`config.mk`:
```
export PLATFORM = sky130hd
export DESIGN_NAME = pid_controller_clamped_flat
export DESIGN_NICKNAME = d
export VERILOG_FILES = /design/src/sv/pidc_pkg.sv /design/src/sv/pidc_if.sv /design/src/sv/pidc_mul.sv /design/src/sv/pidc_div.sv /design/src/sv/pid_controller_clamped.sv /design/src/flat_wrapper.sv
export SDC_FILE = /design/constraint.sdc
export NUM_CORES = 2
export LEC_CHECK = 0
export ABC_AREA = 1
export BUFFER_PORTS_ARGS = -buffer_cell sky130_fd_sc_hd__buf_4
export CORE_MARGIN = 2
export CORE_UTILIZATION = 60
export DETAILED_ROUTE_END_ITERATION = 6
export PLACE_DENSITY = 0.83
export SYNTH_ARGS = -nofsm -noshare
export SYNTH_HDL_FRONTEND = slang
export SYNTH_HIERARCHICAL = 1
export SYNTH_SLANG_ARGS = --single-unit
```
`constraint.sdc`:
```
create_clock -name i_clk -period 10.29 [get_ports i_clk]
set_input_delay 1.029 -clock i_clk [delete_from_list [all_inputs] [get_ports i_clk]]
set_output_delay 1.029 -clock i_clk [all_outputs]
set_load 0.1 [all_outputs]
```
`src/sv/pidc_pkg.sv`:
```
package pidc_pkg;

    // Configuration register indexes
    typedef enum logic [2:0] {
        REG_SETPOINT = 3'd0,
        REG_GAIN_P   = 3'd1,
        REG_GAIN_I   = 3'd2,
        REG_GAIN_D   = 3'd3,
        REG_OUT_MIN  = 3'd4,
        REG_OUT_MAX  = 3'd5
    } t_reg_idx;

    // Item operations
    typedef enum logic {
        OP_COMPUTE = 1'b0,
        OP_RESET   = 1'b1
    } t_op;

    localparam int unsigned CFG_IDX_W  = 3;
    localparam int unsigned CFG_DATA_W = 16;

    // Divider: 32-bit dividend, two quotient bits per cycle
    localparam int unsigned DIV_W     = 32;
    localparam int unsigned DVS_W     = 16;
    localparam int unsigned DIV_STEPS = DIV_W / 2;
    localparam int unsigned DIV_CNT_W = $clog2(DIV_STEPS);

    // Shared multiplier operand and product widths
    localparam int unsigned MUL_A_W = 32;
    localparam int unsigned MUL_B_W = 17;
    localparam int unsigned PROD_W  = MUL_A_W + MUL_B_W;

    localparam logic [DVS_W-1:0]          MS_PER_S     = 16'd1000;
    localparam logic signed [MUL_B_W-1:0] MS_PER_S_MUL = 17'sd1000;

    typedef struct packed {
        logic                   start;
        logic [DIV_W-1:0]       dividend;
        logic [DVS_W-1:0]       divisor;
    } t_div_req;

    typedef struct packed {
        logic                   done;
        logic [DIV_W-1:0]       quotient;
    } t_div_rsp;

    typedef struct packed {
        logic signed [MUL_A_W-1:0] a;
        logic signed [MUL_B_W-1:0] b;
    } t_mul_req;

    // Signed divide by 256, truncating toward zero
    function automatic logic signed [PROD_W-9:0] f_div256(input logic signed [PROD_W-1:0] x);
        logic signed [PROD_W-1:0] biased;
        biased = x + (x[PROD_W-1] ? PROD_W'(255) : PROD_W'(0));
        return biased[PROD_W-1:8];
    endfunction

    // Saturate to the signed 32-bit range
    function automatic logic signed [31:0] f_sat32(input logic signed [PROD_W-9:0] x);
        logic signed [PROD_W-9:0] hi;
        logic signed [PROD_W-9:0] lo;
        hi = (PROD_W-8)'(32'sh7fff_ffff);
        lo = (PROD_W-8)'(-33'sd2147483648);
        if (x > hi) begin
            return 32'sh7fff_ffff;
        end else if (x < lo) begin
            return 32'sh8000_0000;
        end
        return x[31:0];
    endfunction

endpackage

```
`src/sv/pidc_if.sv`:
```
interface pidc_cmd_if;
    logic        valid;
    logic        ready;
    logic        operation;
    logic [15:0] actual_value;
    logic        invert_error;
    logic [15:0] elapsed_ms;

    modport source (output valid, operation, actual_value, invert_error, elapsed_ms,
                    input ready);
    modport sink   (input valid, operation, actual_value, invert_error, elapsed_ms,
                    output ready);
endinterface

interface pidc_res_if;
    logic        valid;
    logic        ready;
    logic [15:0] drive;
    logic [16:0] error_now;
    logic [31:0] p_term;
    logic [31:0] integral_now;
    logic [31:0] d_term;

    modport source (output valid, drive, error_now, p_term, integral_now, d_term,
                    input ready);
    modport sink   (input valid, drive, error_now, p_term, integral_now, d_term,
                    output ready);
endinterface

```
`src/sv/pidc_mul.sv`:
```
module pidc_mul (
    input  logic                                   i_clk,
    input  pidc_pkg::t_mul_req                     i_req,
    output logic signed [pidc_pkg::PROD_W-1:0]     o_prod
);

    logic signed [pidc_pkg::PROD_W-1:0] r_prod;
    logic signed [pidc_pkg::PROD_W-1:0] n_prod;

    // Signed product, registered before use
    always_comb begin
        n_prod = pidc_pkg::PROD_W'(i_req.a) * pidc_pkg::PROD_W'(i_req.b);
    end

    always_ff @(posedge i_clk) begin
        r_prod <= n_prod;
    end

    assign o_prod = r_prod;

endmodule

```
`src/sv/pidc_div.sv`:
```
module pidc_div (
    input  logic               i_clk,
    input  logic               i_rst_n,
    input  pidc_pkg::t_div_req i_req,
    output pidc_pkg::t_div_rsp o_rsp
);

    logic                              r_busy;
    logic                              r_done;
    logic [pidc_pkg::DIV_CNT_W-1:0]    r_cnt;
    logic [pidc_pkg::DIV_W-1:0]        r_quo;
    logic [pidc_pkg::DVS_W-1:0]        r_rem;
    logic [pidc_pkg::DVS_W-1:0]        r_dvs;

    logic [pidc_pkg::DVS_W:0]          t1;
    logic [pidc_pkg::DVS_W:0]          t2;
    logic [pidc_pkg::DVS_W-1:0]        rem1;
    logic [pidc_pkg::DVS_W-1:0]        n_rem;
    logic                              ge1;
    logic                              ge2;

    // Two restoring steps per cycle
    always_comb begin
        t1    = {r_rem, r_quo[pidc_pkg::DIV_W-1]};
        ge1   = t1 >= {1'b0, r_dvs};
        rem1  = ge1 ? pidc_pkg::DVS_W'(t1 - {1'b0, r_dvs}) : t1[pidc_pkg::DVS_W-1:0];
        t2    = {rem1, r_quo[pidc_pkg::DIV_W-2]};
        ge2   = t2 >= {1'b0, r_dvs};
        n_rem = ge2 ? pidc_pkg::DVS_W'(t2 - {1'b0, r_dvs}) : t2[pidc_pkg::DVS_W-1:0];
    end

    always_ff @(posedge i_clk) begin
        if (!i_rst_n) begin
            r_busy <= 1'b0;
            r_done <= 1'b0;
            r_cnt  <= '0;
        end else begin
            r_done <= 1'b0;
            if (i_req.start) begin
                // load operands, quotient bits shift in behind the dividend
                r_busy <= 1'b1;
                r_cnt  <= pidc_pkg::DIV_CNT_W'(pidc_pkg::DIV_STEPS - 1);
                r_quo  <= i_req.dividend;
                r_rem  <= '0;
                r_dvs  <= i_req.divisor;
            end else if (r_busy) begin
                r_quo <= {r_quo[pidc_pkg::DIV_W-3:0], ge1, ge2};
                r_rem <= n_rem;
                r_cnt <= r_cnt - 1'b1;
                if (r_cnt == '0) begin
                    r_busy <= 1'b0;
                    r_done <= 1'b1;
                end
            end
        end
    end

    assign o_rsp.done     = r_done;
    assign o_rsp.quotient = r_quo;

endmodule

```
`src/sv/pid_controller_clamped.sv`:
```
// Clamped fixed-point PID controller step.
// Command channel i_cmd: a compute item (measured value, invert flag, elapsed ms)
// or a reset item that clears the integral and the previous error. Result channel
// o_res: one result per item (clamped drive, error, P term, integral, D term).
// Configuration goes through i_cfg_we/i_cfg_idx/i_cfg_data, one register per
// cycle, only while no item is in flight: the user must keep to it, the block
// does not enforce it. Writes to unused indexes are dropped. A compute item
// forms the P product, then error times elapsed_ms, divided by 1000 in the
// shared radix-4 divider and added to the integral, then the error change times
// 1000, divided by elapsed_ms unless zero, then the D and I products, sum, clamp
// and result; a reset item goes straight to the result. Five multiplications
// share one 32x17 multiplier. The block takes one item at a time: i_cmd.ready
// is high only while idle. The result stays valid and stable until o_res.ready;
// a stalled receiver holds the block and no new item is taken until the result
// transfers. Reset (synchronous, active low) clears the controller state and
// loads the register defaults (gains and setpoint zero, clamps at full range).
module pid_controller_clamped (
    input  logic                                i_clk,
    input  logic                                i_rst_n,
    pidc_cmd_if.sink                            i_cmd,
    pidc_res_if.source                          o_res,
    input  logic                                i_cfg_we,
    input  logic [pidc_pkg::CFG_IDX_W-1:0]      i_cfg_idx,
    input  logic [pidc_pkg::CFG_DATA_W-1:0]     i_cfg_data
);

    localparam int unsigned PW = pidc_pkg::PROD_W;
    localparam int unsigned TW = pidc_pkg::PROD_W - 8;

    typedef enum logic [12:0] {
        S_IDLE  = 13'b0000000000001,
        S_MP    = 13'b0000000000010,
        S_MI    = 13'b0000000000100,
        S_D1S   = 13'b0000000001000,
        S_D1W   = 13'b0000000010000,
        S_ACC   = 13'b0000000100000,
        S_D2S   = 13'b0000001000000,
        S_D2W   = 13'b0000010000000,
        S_MD    = 13'b0000100000000,
        S_MIG   = 13'b0001000000000,
        S_SUM   = 13'b0010000000000,
        S_CLAMP = 13'b0100000000000,
        S_OUT   = 13'b1000000000000
    } t_state;

    t_state r_state;
    t_state n_state;

    // Configuration registers
    logic signed [15:0] r_setpoint;
    logic signed [15:0] r_gain_p;
    logic signed [15:0] r_gain_i;
    logic signed [15:0] r_gain_d;
    logic signed [15:0] r_out_min;
    logic signed [15:0] r_out_max;

    // Controller state and working registers
    logic signed [31:0] r_int;
    logic signed [16:0] r_prev;
    logic signed [16:0] r_err;
    logic signed [17:0] r_diff;
    logic        [15:0] r_ms;
    logic               r_neg;
    logic               r_dz;
    logic signed [31:0] r_p;
    logic signed [31:0] r_d;
    logic signed [TW-1:0] r_sum;
    logic signed [15:0] r_drive;

    pidc_pkg::t_mul_req mul_req;
    pidc_pkg::t_div_req div_req;
    pidc_pkg::t_div_rsp div_rsp;
    logic signed [PW-1:0] w_prod;

    logic signed [16:0]   w_err_raw;
    logic signed [16:0]   w_err_in;
    logic [PW-1:0]        w_prod_abs;
    logic signed [31:0]   w_q_signed;
    logic signed [TW-1:0] w_inc;
    logic signed [TW-1:0] w_acc;
    logic signed [TW-1:0] w_ipart;
    logic signed [TW-1:0] w_whole;
    logic signed [TW-1:0] w_min;
    logic signed [TW-1:0] w_max;

    pidc_mul u_mul (
        .i_clk  (i_clk),
        .i_req  (mul_req),
        .o_prod (w_prod)
    );

    pidc_div u_div (
        .i_clk   (i_clk),
        .i_rst_n (i_rst_n),
        .i_req   (div_req),
        .o_rsp   (div_rsp)
    );

    // Datapath helpers
    always_comb begin
        w_err_raw  = 17'(signed'(i_cmd.actual_value)) - 17'(r_setpoint);
        w_err_in   = i_cmd.invert_error ? -w_err_raw : w_err_raw;
        w_prod_abs = w_prod[PW-1] ? PW'(-w_prod) : PW'(w_prod);
        w_q_signed = r_neg ? -signed'(div_rsp.quotient) : signed'(div_rsp.quotient);
        w_inc      = r_neg ? -TW'(signed'({1'b0, div_rsp.quotient}))
                           :  TW'(signed'({1'b0, div_rsp.quotient}));
        w_acc      = TW'(r_int) + w_inc;
        w_ipart    = pidc_pkg::f_div256(w_prod);
        w_whole    = pidc_pkg::f_div256(PW'(r_sum));
        w_min      = TW'(r_out_min);
        w_max      = TW'(r_out_max);
    end

    // Sequencer: next state and shared unit operands
    always_comb begin
        n_state = r_state;
        mul_req = '0;
        div_req = '0;
        unique case (r_state)
            S_IDLE: begin
                if (i_cmd.valid) begin
                    n_state = (pidc_pkg::t_op'(i_cmd.operation) == pidc_pkg::OP_RESET)
                              ? S_OUT : S_MP;
                end
            end
            S_MP: begin
                mul_req.a = 32'(r_gain_p);
                mul_req.b = r_err;
                n_state   = S_MI;
            end
            S_MI: begin
                mul_req.a = 32'(r_err);
                mul_req.b = signed'({1'b0, r_ms});
                n_state   = S_D1S;
            end
            S_D1S: begin
                div_req.start    = 1'b1;
                div_req.dividend = w_prod_abs[pidc_pkg::DIV_W-1:0];
                div_req.divisor  = pidc_pkg::MS_PER_S;
                n_state          = S_D1W;
            end
            S_D1W: begin
                if (div_rsp.done) begin
                    n_state = S_ACC;
                end
            end
            S_ACC: begin
                mul_req.a = 32'(r_diff);
                mul_req.b = pidc_pkg::MS_PER_S_MUL;
                n_state   = S_D2S;
            end
            S_D2S: begin
                if (r_ms != '0) begin
                    div_req.start    = 1'b1;
                    div_req.dividend = w_prod_abs[pidc_pkg::DIV_W-1:0];
                    div_req.divisor  = r_ms;
                    n_state          = S_D2W;
                end else begin
                    n_state = S_MD;
                end
            end
            S_D2W: begin
                if (div_rsp.done) begin
                    n_state = S_MD;
                end
            end
            S_MD: begin
                mul_req.a = r_dz ? '0 : w_q_signed;
                mul_req.b = 17'(r_gain_d);
                n_state   = S_MIG;
            end
            S_MIG: begin
                mul_req.a = r_int;
                mul_req.b = 17'(r_gain_i);
                n_state   = S_SUM;
            end
            S_SUM: begin
                n_state = S_CLAMP;
            end
            S_CLAMP: begin
                n_state = S_OUT;
            end
            S_OUT: begin
                if (o_res.ready) begin
                    n_state = S_IDLE;
                end
            end
            default: begin
                n_state = S_IDLE;
            end
        endcase
    end

    always_ff @(posedge i_clk) begin
        if (!i_rst_n) begin
            r_state    <= S_IDLE;
            r_int      <= '0;
            r_prev     <= '0;
            r_setpoint <= '0;
            r_gain_p   <= '0;
            r_gain_i   <= '0;
            r_gain_d   <= '0;
            r_out_min  <= 16'sh8000;
            r_out_max  <= 16'sh7fff;
        end else begin
            r_state <= n_state;

            // Register writes
            if (i_cfg_we) begin
                unique case (pidc_pkg::t_reg_idx'(i_cfg_idx))
                    pidc_pkg::REG_SETPOINT: r_setpoint <= signed'(i_cfg_data);
                    pidc_pkg::REG_GAIN_P:   r_gain_p   <= signed'(i_cfg_data);
                    pidc_pkg::REG_GAIN_I:   r_gain_i   <= signed'(i_cfg_data);
                    pidc_pkg::REG_GAIN_D:   r_gain_d   <= signed'(i_cfg_data);
                    pidc_pkg::REG_OUT_MIN:  r_out_min  <= signed'(i_cfg_data);
                    pidc_pkg::REG_OUT_MAX:  r_out_max  <= signed'(i_cfg_data);
                    default: ;
                endcase
            end

            unique case (r_state)
                S_IDLE: begin
                    if (i_cmd.valid) begin
                        if (pidc_pkg::t_op'(i_cmd.operation) == pidc_pkg::OP_RESET) begin
                            // clear accumulated state, result is all zero
                            r_int   <= '0;
                            r_prev  <= '0;
                            r_err   <= '0;
                            r_p     <= '0;
                            r_d     <= '0;
                            r_drive <= '0;
                        end else begin
                            r_err <= w_err_in;
                            r_ms  <= i_cmd.elapsed_ms;
                        end
                    end
                end
                S_MP: begin
                    r_diff <= 18'(r_err) - 18'(r_prev);
                end
                S_MI: begin
                    r_p <= pidc_pkg::f_sat32(w_ipart);
                end
                S_D1S: begin
                    r_neg <= w_prod[PW-1];
                end
                S_ACC: begin
                    r_int <= pidc_pkg::f_sat32(w_acc);
                end
                S_D2S: begin
                    r_neg <= w_prod[PW-1];
                    r_dz  <= (r_ms == '0);
                end
                S_MIG: begin
                    r_d <= pidc_pkg::f_sat32(w_ipart);
                end
                S_SUM: begin
                    // P + I part + D, exact
                    r_sum <= TW'(r_p) + w_ipart + TW'(r_d);
                end
                S_CLAMP: begin
                    // lower clamp takes priority
                    if (w_whole < w_min) begin
                        r_drive <= r_out_min;
                    end else if (w_whole > w_max) begin
                        r_drive <= r_out_max;
                    end else begin
                        r_drive <= w_whole[15:0];
                    end
                    r_prev <= r_err;
                end
                default: ;
            endcase
        end
    end

    assign i_cmd.ready        = (r_state == S_IDLE);
    assign o_res.valid        = (r_state == S_OUT);
    assign o_res.drive        = r_drive;
    assign o_res.error_now    = r_err;
    assign o_res.p_term       = r_p;
    assign o_res.integral_now = r_int;
    assign o_res.d_term       = r_d;

endmodule

```
`src/flat_wrapper.sv`:
```
// flat-port wrapper written by rule: the top's interface ports become plain ports
module pid_controller_clamped_flat 
  (i_clk, i_rst_n, i_cfg_we, i_cfg_idx, i_cfg_data, i_cmd_valid, i_cmd_operation, i_cmd_actual_value, i_cmd_invert_error, i_cmd_elapsed_ms, i_cmd_ready, o_res_valid, o_res_drive, o_res_error_now, o_res_p_term, o_res_integral_now, o_res_d_term, o_res_ready);
  pidc_cmd_if i_cmd_i ();
  pidc_res_if o_res_i ();
  input  logic i_clk;
  input  logic i_rst_n;
  input  logic i_cfg_we;
  input  logic [pidc_pkg::CFG_IDX_W-1:0] i_cfg_idx;
  input  logic [pidc_pkg::CFG_DATA_W-1:0] i_cfg_data;
  input wire logic [$bits(i_cmd_i.valid)-1:0] i_cmd_valid;
  input wire logic [$bits(i_cmd_i.operation)-1:0] i_cmd_operation;
  input wire logic [$bits(i_cmd_i.actual_value)-1:0] i_cmd_actual_value;
  input wire logic [$bits(i_cmd_i.invert_error)-1:0] i_cmd_invert_error;
  input wire logic [$bits(i_cmd_i.elapsed_ms)-1:0] i_cmd_elapsed_ms;
  output wire logic [$bits(i_cmd_i.ready)-1:0] i_cmd_ready;
  output wire logic [$bits(o_res_i.valid)-1:0] o_res_valid;
  output wire logic [$bits(o_res_i.drive)-1:0] o_res_drive;
  output wire logic [$bits(o_res_i.error_now)-1:0] o_res_error_now;
  output wire logic [$bits(o_res_i.p_term)-1:0] o_res_p_term;
  output wire logic [$bits(o_res_i.integral_now)-1:0] o_res_integral_now;
  output wire logic [$bits(o_res_i.d_term)-1:0] o_res_d_term;
  input wire logic [$bits(o_res_i.ready)-1:0] o_res_ready;
  assign i_cmd_i.valid = i_cmd_valid;
  assign i_cmd_i.operation = i_cmd_operation;
  assign i_cmd_i.actual_value = i_cmd_actual_value;
  assign i_cmd_i.invert_error = i_cmd_invert_error;
  assign i_cmd_i.elapsed_ms = i_cmd_elapsed_ms;
  assign i_cmd_ready = i_cmd_i.ready;
  assign o_res_valid = o_res_i.valid;
  assign o_res_drive = o_res_i.drive;
  assign o_res_error_now = o_res_i.error_now;
  assign o_res_p_term = o_res_i.p_term;
  assign o_res_integral_now = o_res_i.integral_now;
  assign o_res_d_term = o_res_i.d_term;
  assign o_res_i.ready = o_res_ready;
  pid_controller_clamped u_core (.i_clk(i_clk), .i_rst_n(i_rst_n), .i_cmd(i_cmd_i), .o_res(o_res_i), .i_cfg_we(i_cfg_we), .i_cfg_idx(i_cfg_idx), .i_cfg_data(i_cfg_data));
endmodule
```
==> impl_metrics.yaml <==
status:
  outcome: "complete, but fails checks"
  failed_checks: "design-rule violations"
clock_network:
  clk_path_buf_depth: 3
  htreeDepth: 2
  cts.sink_count: 451
  post_cts_resized: 0
  post_cts.repair.setup_buffers: 0
  cts_made_buffers: 51
  holdBufCountCts: 0
  cts.clk_slew.worst_paths_ns: 0.06
  clock_tree.root_cell: "sky130_fd_sc_hd__clkbuf_16"
  insertion_delay_ns: 0.64
  cts_tree: "yes"
sta:
  final-hold-violation-count: 0
  slew_violations: 0
  period_share_pct: 88.35
  final-setup-viol-count: 0
  unrepaired_setup_endpoints_after_global_routing: "no"
  skew_ns: 0.02384
  worst-slew-pin-transition_ns: 1.350
  final.hold.worst_slack_ns: 0.4496
  setup_total_negative_slack_ns: 0
  slew_headroom_pct: 9.781
  finalWorstPathRequiredPeriod_ns: 9.092
  achievable-frequency_mhz: 110.0
global_routing:
  grt.overflow.total: 0
  gr-usage-met1_pct: 46.15
  initial_antenna_violation_count: 1
  grt.busiest_layer: "met2"
  vias_in_the_first_global_route: 50070
  grt_util_all_layers_pct: 36.99
  grtUsageMet2_pct: 60.78
  first_pass_grt_wire_length_mm: 271.3
  global_route.usage.met3_pct: 6.892
  grt_start_max_net_pins: 82
floorplanning:
  die_x_um: 306.5
  std_cell_rows: 110
  boundaryPins: 189
  coreArea_um2: 90420
  start_util_pct: 60.73
  floorplan.die_area_um2: 93960
  die_height_um: 306.5
drt:
  detail_route.wl_per_cell_um: 19.74
  route.vias.total: 50320
  avgViaCountPerCell: 5.683
  dr.pass1.iters: 7
  initialDrtViolationCount: 5360
  drt_drc_violations_left: 5
  drtAntennaViolNets: 0
  route.final.wire_length_mm: 174.7
final_layout:
  area_growth_syn_to_layout_pct: 7.066
  num-nets-final: 8612
  drive_above_1_share_pct: 6.721
critical_path:
  cp.depth: 30
  worst_reg2reg_path_startpoint: "u_core/r_state[0]"
  worst-r2r-cell-count: 30
  worst_path_largest_cell_delay_ns: 0.97
  r2r_slack_ns: 1.20
  criticalPathCategory: "reg2reg"
  worst_setup_path_startpoint: "u_core/r_state[0]"
  worst-path-max-fanout: 22
  end_kind: "register"
  bufs_and_invs_on_worst_path: 8
  timing.critical_path.required_ns: 10.80
  r2r-end: "u_core/u_mul/o_prod[40]"
  timing.critical_path.max_delay_family: "adder cells"
  crit_path_start_kind: "register"
  slowest_stage: "sky130_fd_sc_hd__fa_1"
  worstPathArrival_ns: 9.60
placed_design:
  io_buffers: 188
  post-dp-hpwl_mm: 138.3
  gp_congestion: 1.010
logic_synthesis:
  yosys_warnings: 6
  postSynthNetCount: 8567
  synth_top_flop_cell: "sky130_fd_sc_hd__edfxtp_1"
  synth_enable_flop_cells: 238
  ys_async_sr_fraction_pct: 0
  synth_seq_cells: 451
  synthesized_cell_area_um2: 54910
  synthesis.instances: 7590
  yosys_cell_types: 68
  syn_avg_cell_area_um2: 7.235
  synth_sequential_area_ratio_pct: 20.78
power_and_ir_drop:
  vdd.ir_drop.worst_mv: 0.1197
  power_per_cell_area_nw_per_um2: 104.4
  leakage_component_of_the_power_nw: 31.72
hold_path:
  min_delay_path_depth: 2
  min_path_type: "reg2reg"
  hold_path_end: "u_core/r_gain_d[5]"
  worstHoldStart: "u_core/r_gain_d[5]"
flow_run:
  drv.max_cap_violation_count: 0
==> power breakdown <==
group          internal [W]  switching (W)  leakage (nW)
Sequential          0.00207      0.0000912          3.95
Combinational      0.000551        0.00158          26.9
Clock               0.00104       0.000809         0.820
Total               0.00366        0.00248          31.7
==> per-layer routing <==
metal / part of all wire [%] / wire, um / vias to the layer above
li1: - / - / 23330
met1: 38 / 65760 / 23630
met2: 46 / 80670 / 2728
met3: 10 / 17590 / 640
met4: 6.1 / 10730 / 0
met5: 0 / 0 / -
==> sequential cells by signal (all words and copies together) (netlist names), 17 cells and up <==
register,flops
u_core/o_res.d_term,32
u_core/r_prev,17
u_core/o_res.p_term,32
u_core/r_sum,41
u_core/o_res.integral_now,32
u_core/u_mul/o_prod,49
u_core/o_res.error_now,17
u_core/r_diff,18
u_core/u_div/r_quo,32
==> synthesized netlist by cell type (13+ instances only) <==
cell type                  count  area share [%]
sky130_fd_sc_hd__nor2_2       29            0.33
sky130_fd_sc_hd__nor2_1      504             3.4
sky130_fd_sc_hd__dfxtp_1     213             7.8
sky130_fd_sc_hd__nand4_1      96             1.1
sky130_fd_sc_hd__nor3_1       73            0.67
sky130_fd_sc_hd__nand2_1    1973              13
sky130_fd_sc_hd__a22o_1       15            0.24
sky130_fd_sc_hd__nand3_2      23            0.42
sky130_fd_sc_hd__o21a_1       14            0.19
sky130_fd_sc_hd__nor3_2       13            0.24
sky130_fd_sc_hd__o211ai_1     32            0.44
sky130_fd_sc_hd__xor2_1      161             2.6
sky130_fd_sc_hd__fa_1        567              21
sky130_fd_sc_hd__nor4_1       34            0.39
sky130_fd_sc_hd__xnor2_1      60            0.96
sky130_fd_sc_hd__inv_1      1738              12
sky130_fd_sc_hd__buf_2        34            0.31
sky130_fd_sc_hd__nand2_2      52            0.59
sky130_fd_sc_hd__edfxtp_1    238              13
sky130_fd_sc_hd__a21oi_1     439             4.0
sky130_fd_sc_hd__ha_1        352             8.0
sky130_fd_sc_hd__inv_2        31            0.21
sky130_fd_sc_hd__clkbuf_1    188             1.3
sky130_fd_sc_hd__a31oi_1      20            0.23
sky130_fd_sc_hd__a211o_1      15            0.24
sky130_fd_sc_hd__nand3_1     252             2.3
sky130_fd_sc_hd__o21ai_0     235             2.1
==> metrics by stage <==
| stage | util [%] | std cells | instance area, um2 | setup slack [ns] | power [W] |
|---|---|---|---|---|---|
| 2_1_floorplan | - | 7590 | 54910 | 3.174 | 0.003683 |
| 3_3_place_gp | 63.20 | 8758 | 57150 | 1.581 | 0.004241 |
| 3_5_place_dp | 63.20 | 8758 | 57150 | 1.488 | 0.004270 |
| 4_1_cts | 65.02 | 8853 | 58790 | 1.460 | 0.006109 |
| 5_1_grt | 65.02 | 8853 | 58790 | 0.8657 | 0.006376 |
| 6_report | 65.02 | 8854 | 58790 | 1.198 | 0.006140 |
==> area by class of cell <==
class                   count  area, um2
fillers                  7845      31630
clock inverters            26      230.2
multi-input cells        5121      35840
repair buffers            235       1764
flip-flops and latches    451      11410
diodes                      1      2.502
clock buffers              69       1408
inverters                1775       6663
well taps                1176       1471
==> how the worst max path moves through the flow <==
stage	slack [ns]	end
after floorplan	3.17	u_core/u_mul/o_prod[48]
after global placement	1.58	u_core/u_mul/o_prod[40]
after detailed placement	1.49	u_core/u_mul/o_prod[40]
after CTS	1.46	u_core/u_mul/o_prod[40]
after global routing	0.87	u_core/u_mul/o_prod[46]
final	1.20	u_core/u_mul/o_prod[40]
==> placed cells by master, fill, tap and decap left out, drive strengths merged, types with 4 or more instances in the layout <==
master	instances
clkbuf	69
a221oi	9
dfxtp	213
edfxtp	238
xor2	161
nor2	538
a22o	15
a21boi	8
o21bai	13
nand3	278
o2111ai	4
a221o	12
or2	13
clkinv	24
and2	4
nand3b	11
a211oi	4
a31oi	20
nor4	38
a21oi	445
buf	235
nand4	96
o31ai	11
o21ai	246
o22ai	7
o211ai	32
ha	352
o21a	14
nor3	86
a21o	12
fa	567
o221ai	5
inv	1774
a211o	15
xnor2	60
nand2	2030
==> tightest hold or removal path, delay by kind of cell (launching register included) <==
kind	cells	cell delay, ns
buffers and inverters	1	0.05
DFF	1	0.31
AOI/OAI and AO/OA	1	0.05
==> kinds of logic after synthesis <==
group                    after synthesis  share of synthesized area (%)
AND/OR/NAND/NOR                     3102                          23.82
buffers and inverters               2018                          14.11
adder cells (fa/ha/maj)              919                          28.69
AO/OA/AOI/OAI                        879                          9.069
flip-flops                           451                          20.78
XOR/XNOR                             221                          3.525
No activity file was read; power rests on OpenSTA's default activity.
